`src/design/ialu_pkg.sv`:
```
`timescale 1ns / 1ps
// ----------------------------------------------------------------------------
// ialu_pkg
// Shared types and constants for the integer ALU with status flags: opcode
// encoding, flag group layouts and register file sizing.
// ----------------------------------------------------------------------------
package ialu_pkg;

  // Register file
  localparam int NUM_REGS = 16;
  localparam int RIDX_W   = (NUM_REGS > 1) ? $clog2(NUM_REGS) : 1;
  localparam int RNUM_W   = 4;   // width of register numbers in an item
  localparam int DATA_W   = 32;
  localparam int OP_W     = 5;

  // logb exponent field
  localparam int EXP_LSB   = 23;
  localparam int EXP_W     = 8;
  localparam int LOGB_BIAS = 127;

  typedef enum logic [OP_W-1:0] {
    OP_ADD    = 5'd0,
    OP_SUB    = 5'd1,
    OP_ADDC   = 5'd2,
    OP_SUBC   = 5'd3,
    OP_AND    = 5'd4,
    OP_COMP   = 5'd5,
    OP_PASS   = 5'd6,
    OP_XOR    = 5'd7,
    OP_OR     = 5'd8,
    OP_INC    = 5'd9,
    OP_DEC    = 5'd10,
    OP_MAX    = 5'd11,
    OP_NEG    = 5'd12,
    OP_MUL    = 5'd13,
    OP_ADDSUB = 5'd14,
    OP_LOGB   = 5'd15,
    OP_LOAD   = 5'd16
  } op_t;

  // ALU status group: AC AV AN AZ
  typedef struct packed {
    logic ac;
    logic av;
    logic an;
    logic az;
  } alu_flags_t;

  // Multiplier status group: MU MV MN
  typedef struct packed {
    logic mu;
    logic mv;
    logic mn;
  } mul_flags_t;

endpackage

```
`src/design/integer_alu_with_status_flags_unit.sv`:
```
`timescale 1ns / 1ps
// ----------------------------------------------------------------------------
// integer_alu_with_status_flags_unit
// 32-bit integer compute unit: register file, sticky ALU and multiplier
// flags, one instruction item in, one result item out.
// ----------------------------------------------------------------------------
// Path: an accepted item goes through the operand fetch register, then the
//   result register; a result-side stall holds it in either register.
// Throughput: one item per cycle unless out_stall holds the result register;
//   the execute stage writes back the register file and flags at the edge
//   where the next item's operands are fetched, with a writeback-to-fetch bypass.
// Reset: clears the register file, both flag groups and both stage valids.
module integer_alu_with_status_flags_unit (
  input  logic                       clk,
  input  logic                       rst,
  // instruction channel
  input  logic                       in_valid,
  output logic                       in_stall,
  input  logic [ialu_pkg::OP_W-1:0]   op,
  input  logic [ialu_pkg::RNUM_W-1:0] dest,
  input  logic [ialu_pkg::RNUM_W-1:0] dest2,
  input  logic [ialu_pkg::RNUM_W-1:0] src_a,
  input  logic [ialu_pkg::RNUM_W-1:0] src_b,
  input  logic [ialu_pkg::DATA_W-1:0] value,
  // result channel
  output logic                       out_valid,
  input  logic                       out_stall,
  output logic [ialu_pkg::DATA_W-1:0] result,
  output logic [ialu_pkg::DATA_W-1:0] result2,
  output logic                       flag_zero,
  output logic                       flag_negative,
  output logic                       flag_overflow,
  output logic                       flag_carry,
  output logic                       mul_negative,
  output logic                       mul_overflow,
  output logic                       mul_underflow
);
  import ialu_pkg::*;

  localparam logic [DATA_W-1:0] SIGN_MASK = {1'b1, {(DATA_W-1){1'b0}}};

  // Architectural state
  logic [DATA_W-1:0] regs [NUM_REGS];
  alu_flags_t        alu_flags;
  alu_flags_t        alu_flags_next;
  mul_flags_t        mul_flags;
  mul_flags_t        mul_flags_next;

  // Operand fetch stage
  logic              s1_valid;
  logic [OP_W-1:0]   s1_op;
  logic [RNUM_W-1:0] s1_dest;
  logic [RNUM_W-1:0] s1_dest2;
  logic [DATA_W-1:0] s1_value;
  logic [DATA_W-1:0] s1_a;
  logic [DATA_W-1:0] s1_b;

  // Execute / writeback
  logic              adv;
  logic              in_accept;
  logic [DATA_W-1:0] res;
  logic [DATA_W-1:0] res2;
  logic              wr0_en;
  logic              wr1_en;
  logic [DATA_W-1:0] rd_a;
  logic [DATA_W-1:0] rd_b;

  // Execute stage moves when the result register is free or draining
  assign adv       = s1_valid && (!out_valid || !out_stall);
  assign in_stall  = s1_valid && !adv;
  assign in_accept = in_valid && !in_stall;

  // Register read with bypass from this cycle's writeback
  function automatic logic [DATA_W-1:0] reg_read(
    input logic [RNUM_W-1:0] num,
    input logic              w0, input logic [RNUM_W-1:0] w0_idx,
    input logic [DATA_W-1:0] w0_data,
    input logic              w1, input logic [RNUM_W-1:0] w1_idx,
    input logic [DATA_W-1:0] w1_data,
    input logic [DATA_W-1:0] stored
  );
    logic [DATA_W-1:0] v;
    if (w1 && (w1_idx == num)) begin
      v = w1_data;
    end else if (w0 && (w0_idx == num)) begin
      v = w0_data;
    end else if (32'(num) < NUM_REGS) begin
      v = stored;
    end else begin
      v = '0;
    end
    return v;
  endfunction

  assign rd_a = reg_read(src_a, wr0_en, s1_dest, res, wr1_en, s1_dest2, res2,
                         regs[RIDX_W'(src_a)]);
  assign rd_b = reg_read(src_b, wr0_en, s1_dest, res, wr1_en, s1_dest2, res2,
                         regs[RIDX_W'(src_b)]);

  // Operand fetch register
  always_ff @(posedge clk) begin
    if (rst) begin
      s1_valid <= 1'b0;
    end else if (in_accept) begin
      s1_valid <= 1'b1;
    end else if (adv) begin
      s1_valid <= 1'b0;
    end
    if (in_accept) begin
      s1_op    <= op;
      s1_dest  <= dest;
      s1_dest2 <= dest2;
      s1_value <= value;
      s1_a     <= rd_a;
      s1_b     <= rd_b;
    end
  end

  // Execute: one pass of adders, logic, compare and multiply
  always_comb begin
    logic [DATA_W:0]     sum;
    logic [DATA_W:0]     diff;
    logic [DATA_W-1:0]   bop;
    logic                cin;
    logic [2*DATA_W-1:0] prod;
    logic [DATA_W-1:0]   hi;
    logic                lt_s;
    logic                sum_av;
    logic                diff_av;

    // main adder operand and carry-in
    bop = s1_b;
    cin = 1'b0;
    case (s1_op)
      OP_SUB:  begin bop = ~s1_b; cin = 1'b1;         end
      OP_ADDC: begin bop = s1_b;  cin = alu_flags.ac; end
      OP_SUBC: begin bop = ~s1_b; cin = alu_flags.ac; end
      OP_INC:  begin bop = DATA_W'(1); cin = 1'b0;    end
      OP_DEC:  begin bop = ~DATA_W'(1); cin = 1'b1;   end
      default: begin bop = s1_b;  cin = 1'b0;         end
    endcase
    sum  = {1'b0, s1_a} + {1'b0, bop} + (DATA_W+1)'(cin);
    diff = {1'b0, s1_a} + {1'b0, ~s1_b} + (DATA_W+1)'(1);
    sum_av  = ((~(s1_a ^ bop) & (s1_a ^ sum[DATA_W-1:0])) & SIGN_MASK) != '0;
    diff_av = ((~(s1_a ^ ~s1_b) & (s1_a ^ diff[DATA_W-1:0])) & SIGN_MASK) != '0;
    lt_s    = (s1_a ^ SIGN_MASK) < (s1_b ^ SIGN_MASK);
    prod    = {{DATA_W{1'b0}}, s1_a} * {{DATA_W{1'b0}}, s1_b};
    hi      = prod[2*DATA_W-1:DATA_W];

    res            = '0;
    res2           = '0;
    wr0_en         = 1'b0;
    wr1_en         = 1'b0;
    alu_flags_next = alu_flags;
    mul_flags_next = mul_flags;

    case (s1_op)
      OP_ADD, OP_SUB, OP_ADDC, OP_SUBC, OP_INC, OP_DEC: begin
        res            = sum[DATA_W-1:0];
        wr0_en         = 1'b1;
        alu_flags_next = '{ac: sum[DATA_W], av: sum_av, an: res[DATA_W-1],
                           az: (res == '0)};
      end
      OP_AND, OP_XOR, OP_OR, OP_PASS, OP_MAX, OP_LOGB: begin
        case (s1_op)
          OP_AND:  res = s1_a & s1_b;
          OP_XOR:  res = s1_a ^ s1_b;
          OP_OR:   res = s1_a | s1_b;
          OP_MAX:  res = lt_s || (s1_a == s1_b) ? s1_b : s1_a;
          OP_LOGB: res = DATA_W'(s1_a[EXP_LSB +: EXP_W]) - DATA_W'(LOGB_BIAS);
          default: res = s1_a;
        endcase
        wr0_en         = 1'b1;
        alu_flags_next = '{ac: 1'b0, av: 1'b0, an: res[DATA_W-1], az: (res == '0)};
      end
      OP_COMP: begin
        alu_flags_next = '{ac: 1'b0, av: 1'b0, an: lt_s, az: (s1_a == s1_b)};
      end
      OP_NEG: begin
        res            = '0 - s1_a;
        wr0_en         = 1'b1;
        alu_flags_next = '{ac: (s1_a == '0), av: (s1_a == SIGN_MASK),
                           an: res[DATA_W-1], az: (res == '0)};
      end
      OP_MUL: begin
        res            = prod[DATA_W-1:0];
        wr0_en         = 1'b1;
        mul_flags_next = '{mu: (hi == '0) && (res != '0),
                           mv: (hi != '0) && (hi != '1),
                           mn: res[DATA_W-1]};
      end
      OP_ADDSUB: begin
        res            = sum[DATA_W-1:0];
        res2           = diff[DATA_W-1:0];
        wr0_en         = 1'b1;
        wr1_en         = 1'b1;
        alu_flags_next = '{ac: sum[DATA_W] | diff[DATA_W],
                           av: sum_av | diff_av,
                           an: res[DATA_W-1] | res2[DATA_W-1],
                           az: (res == '0) || (res2 == '0)};
      end
      OP_LOAD: begin
        res    = s1_value;
        wr0_en = 1'b1;
      end
      default: begin
        res = '0;
      end
    endcase

    // writes only happen for an executing item and a register in the file
    wr0_en = wr0_en && adv && (32'(s1_dest) < NUM_REGS);
    wr1_en = wr1_en && adv && (32'(s1_dest2) < NUM_REGS);
  end

  // Register file and flag writeback; the difference wins on equal targets
  always_ff @(posedge clk) begin
    if (rst) begin
      for (int i = 0; i < NUM_REGS; i++) begin
        regs[i] <= '0;
      end
      alu_flags <= '0;
      mul_flags <= '0;
    end else begin
      if (wr0_en && !(wr1_en && (s1_dest2 == s1_dest))) begin
        regs[RIDX_W'(s1_dest)] <= res;
      end
      if (wr1_en) begin
        regs[RIDX_W'(s1_dest2)] <= res2;
      end
      if (adv) begin
        alu_flags <= alu_flags_next;
        mul_flags <= mul_flags_next;
      end
    end
  end

  // Result register
  always_ff @(posedge clk) begin
    if (rst) begin
      out_valid <= 1'b0;
    end else if (adv) begin
      out_valid <= 1'b1;
    end else if (!out_stall) begin
      out_valid <= 1'b0;
    end
    if (adv) begin
      result        <= res;
      result2       <= res2;
      flag_zero     <= alu_flags_next.az;
      flag_negative <= alu_flags_next.an;
      flag_overflow <= alu_flags_next.av;
      flag_carry    <= alu_flags_next.ac;
      mul_negative  <= mul_flags_next.mn;
      mul_overflow  <= mul_flags_next.mv;
      mul_underflow <= mul_flags_next.mu;
    end
  end

  // Assertions
  a_reset_flags: assert property (@(posedge clk)
    rst |=> (alu_flags == '0) && (mul_flags == '0))
    else $error("flags not cleared by reset");

  a_stall_needs_item: assert property (@(posedge clk) disable iff (rst)
    in_stall |-> s1_valid && out_valid)
    else $error("input stalled without a held item");

  a_mul_flags_kept: assert property (@(posedge clk) disable iff (rst)
    adv && (s1_op != OP_MUL) |=> $stable(mul_flags))
    else $error("multiplier flags changed by a non-multiply item");

  a_load_keeps_alu: assert property (@(posedge clk) disable iff (rst)
    adv && (s1_op == OP_LOAD) |=> $stable(alu_flags))
    else $error("ALU flags changed by load");

  a_comp_result_zero: assert property (@(posedge clk) disable iff (rst)
    adv && (s1_op == OP_COMP) |=> out_valid && (result == '0) && (result2 == '0))
    else $error("compare produced a nonzero result");

  a_outputs_match_flags: assert property (@(posedge clk) disable iff (rst)
    $past(adv) |-> (flag_carry == alu_flags.ac) && (flag_zero == alu_flags.az)
                   && (mul_overflow == mul_flags.mv))
    else $error("reported flags differ from flag state");

endmodule

```
`config.mk`:
```
export PLATFORM = sky130hd
export DESIGN_NAME = integer_alu_with_status_flags_unit
export DESIGN_NICKNAME = d
export VERILOG_FILES = /design/src/design/ialu_pkg.sv /design/src/design/integer_alu_with_status_flags_unit.sv
export SDC_FILE = /design/constraint.sdc
export NUM_CORES = 2
export LEC_CHECK = 0
export ABC_AREA = 0
export BUFFER_PORTS_ARGS = -buffer_cell sky130_fd_sc_hd__buf_4
export CORE_AREA = 2 2 415 417
export CTS_CLUSTER_DIAMETER = 150
export CTS_CLUSTER_SIZE = 24
export DETAILED_ROUTE_END_ITERATION = 12
export DIE_AREA = 0 0 417 419
export HOLD_SLACK_MARGIN = 0.03
export PLACE_DENSITY = 0.66
export SLEW_MARGIN = 20
export SYNTH_ARGS = -nofsm -noshare
export SYNTH_HDL_FRONTEND = slang
export SYNTH_SLANG_ARGS = --single-unit
```
`constraint.sdc`:
```
create_clock -name clk -period 11.1 [get_ports clk]
set_clock_uncertainty 0.2 [all_clocks]
set_input_delay 0.555 -clock clk [delete_from_list [all_inputs] [get_ports clk]]
set_output_delay 0.555 -clock clk [all_outputs]
set_load 0.02 [all_outputs]
```
==> flow_summary.yaml <==
global_route:
  grt_pass1_wl_mm: 463.5
  grt_max_degree: 68
  antenna_found_initial: 22
  grt_usage_pct: 37.09
  grt_pass1_vias: 65550
  grt_overflow: 0
clocking:
  post-cts-setup-buffers: 0
  cts_sinks: 701
  cts_root_buffer: "clkbuf_16"
  path_clk_slew_ns: 0.12
  cts_tree: "yes"
  h-tree-depth: 2
  numCtsBuffers: 37
  worstSkewPairLatency_ns: 0.69
  cts_buffer_depth: 3
worst_hold_path:
  worstHoldStart: "rst"
  hp-class: "in2reg"
  min_to: "s1_valid"
  worstHoldPathCells: 2
worst_setup_path:
  critPathKind: "reg2reg"
  endpoint_kind: "flop"
  slowest_delay_ns: 1.04
  rr_worst_depth: 26
  timing.rr.end: "mul_overflow"
  cp_data_arrival_time_ns: 10.99
  crit_path_frequent_cell: "fa_1"
  reg2reg_from: "s1_b[12]"
  worstSetupStartpoint: "s1_b[12]"
  cp_slowest_cell: "edfxtp_1"
  cp_max_fo: 15
  required_ns: 11.31
  r2r_slack_ns: 0.32
  critPathLaunchType: "flop"
layout:
  multiInputGateArea_um2: 49490
  fill_cells: 15660
  synthToLayoutAreaGrowth_pct: 6.889
  drive_above_1_share_pct: 11.77
  final_nets: 8626
  seqCellArea_um2: 20960
synth:
  seq_area_frac_synth_pct: 27.54
  synth.area.top_cells: "edfxtp_1 27%, fa_1 24%, mux4_2 9.5%, ha_1 6.5%, inv_1 4.5%"
  syn_inst: 7425
  synth_area_per_cell_um2: 10.25
  yosys.area.top_type: "edfxtp_1"
  synth_top_area_share_pct: 27.30
  synth_nets: 8776
  synth_seq_cells: 701
  synth-edff-count: 692
  yosys_warnings: 0
  synth_ff_type: "edfxtp_1"
  ys_types: 93
  synthArstFlopShare_pct: 0
  syn_area_um2: 76120
placed_design:
  portBuffers: 129
  gp_congestion: 1.050
  dp_hpwl_mm: 230.1
detailed_routing:
  firstDrtPassIters: 9
  top_layer: "met5"
  dr_wl_met3_mm: 45.55
  drtIter0Drc: 10140
  ant_nets: 0
  wl_met1_mm: 112.3
  wire_per_inst_um: 34.42
  viasPerCell: 6.789
  routed_wl_mm: 327.9
  wl_met2_mm: 142.6
  drc: 0
  route.vias.total: 64650
floorplanning:
  die_h_um: 419
  ioPinCount: 130
  die_area_um2: 174700
  die_w_um: 417
  fp.coreArea_um2: 170600
  placementRows: 152
  start_util_pct: 44.62
sta:
  slew_viol_final: 0
  hold_violations: 0
  max_freq_ghz: 0.09279
  timing.slew.headroom_pct: 15.84
  final-setup-viol-count: 0
  tightestPinTransition_ns: 1.252
  fin_crit_ns: 10.78
  timing.setup.tns_ns: 0
  rsz0062_at_grt: "false"
  post-route-period-util_pct: 97.09
status:
  outcome: "completed"
run:
  max_cap_viol_count: 0
-- area by class of cell --
class                           instances  area share, %
Tap cell                             2233          3.434
Clock inverter                          9         0.2199
Sequential cell                       701          25.76
Timing Repair Buffer                  435          4.200
Inverter                              950          4.386
Multi-Input combinational cell       5150          60.82
Clock buffer                           39          1.159
Antenna cell                            7        0.02153
-- routing by layer --
layer | global-route usage, % | vias up
li1 | - | 25470
met1 | 45.42 | 32300
met2 | 56.27 | 5430
met3 | 11.90 | 1431
met4 | 24.62 | 20
met5 | 0 | -
-- registers in the layout (all words and copies together), names as in the netlist, 3 cells and up --
name and count:
mul_flags 3, s1_value 32, s1_dest 4, result 32
s1_b 32, result2 32, alu_flags 4, s1_op 5
regs 512, s1_dest2 4, s1_a 32
-- worst max-delay path, delay by kind of cell (launching register included) --
family | cells | cell delay [ns]
AOI/OAI and AO/OA | 5 | 1.71
and+or+nand+nor | 6 | 1.85
buffers and inverters | 4 | 0.87
muxes | 2 | 0.46
adders and majority gates | 9 | 4.31
DFF | 1 | 1.04
-- cells in the mapped netlist (40+ instances only) --
| library cell | n |
|---|---|
| nand3_1 | 55 |
| edfxtp_1 | 692 |
| buf_1 | 105 |
| o211ai_1 | 40 |
| nand4_1 | 57 |
| nor3_1 | 77 |
| nand2_1 | 709 |
| o22ai_1 | 523 |
| fa_1 | 899 |
| clkbuf_1 | 501 |
| ha_1 | 395 |
| nor2_1 | 821 |
| a21oi_1 | 198 |
| o21ai_0 | 235 |
| xor2_1 | 46 |
| mux4_2 | 320 |
| nand2b_1 | 40 |
| xnor2_1 | 119 |
| inv_1 | 921 |
-- worst max-delay path by stage --
stage                    end  slack, ns  cells after the start
2_1_floorplan   mul_overflow       1.55                     30
3_3_place_gp   mul_underflow       0.59                     25
3_5_place_dp   mul_underflow       0.56                     25
4_1_cts        mul_underflow       0.47                     25
5_1_grt         mul_overflow        0.1                     27
6_report        mul_overflow       0.32                     26
-- logic make-up (layout without fill, tap and decap cells) --
family / count (synthesis) / after routing / share of synthesized area (%)
other: 0 / 7 / 0
buffers and inverters: 1574 / 1433 / 7.791
and+or+nand+nor: 1958 / 1958 / 11.04
AOI/OAI and AO/OA: 1406 / 1406 / 12.03
DFF: 701 / 701 / 27.54
adders and majority gates: 1294 / 1294 / 30.14
muxes: 327 / 327 / 9.570
xor gates and xnor gates: 165 / 165 / 1.898
-- metrics by stage --
stage	hold slack, ns	cell area, um^2	setup WS (ns)	utilization (%)	instances
after global routing	0.1564	81350	0.09926	47.68	9517
after CTS	0.1391	81300	0.4667	47.66	9516
after global placement	0.2607	79690	0.5901	46.72	9420
after floorplan	0.2507	76120	1.553	-	7425
after detailed placement	0.2906	79700	0.5606	46.72	9421
final	0.1897	81360	0.3231	47.69	9524
-- timing repair --
action,4_1_cts,5_1_grt
endpoints found under the hold margin,47,0
resized for setup,0,0
hold buffers,47,0
-- layout by cell type, fill, tap and decap left out, types with 47 or more instances in the layout --
cell           instances
fa_1                 899
o22ai_1              523
o21ai_0              234
nand2_1              707
buf_4                382
xnor2_1              119
nor2_1               817
ha_1                 395
a21oi_1              193
mux4_2               320
nor3_1                73
nand4_1               57
inv_1                919
dlygate4sd3_1         47
edfxtp_1             692
Power is left out: the tool's default activity adds up to more than one toggle a clock period on the data nets, which glitch-free logic cannot reach.
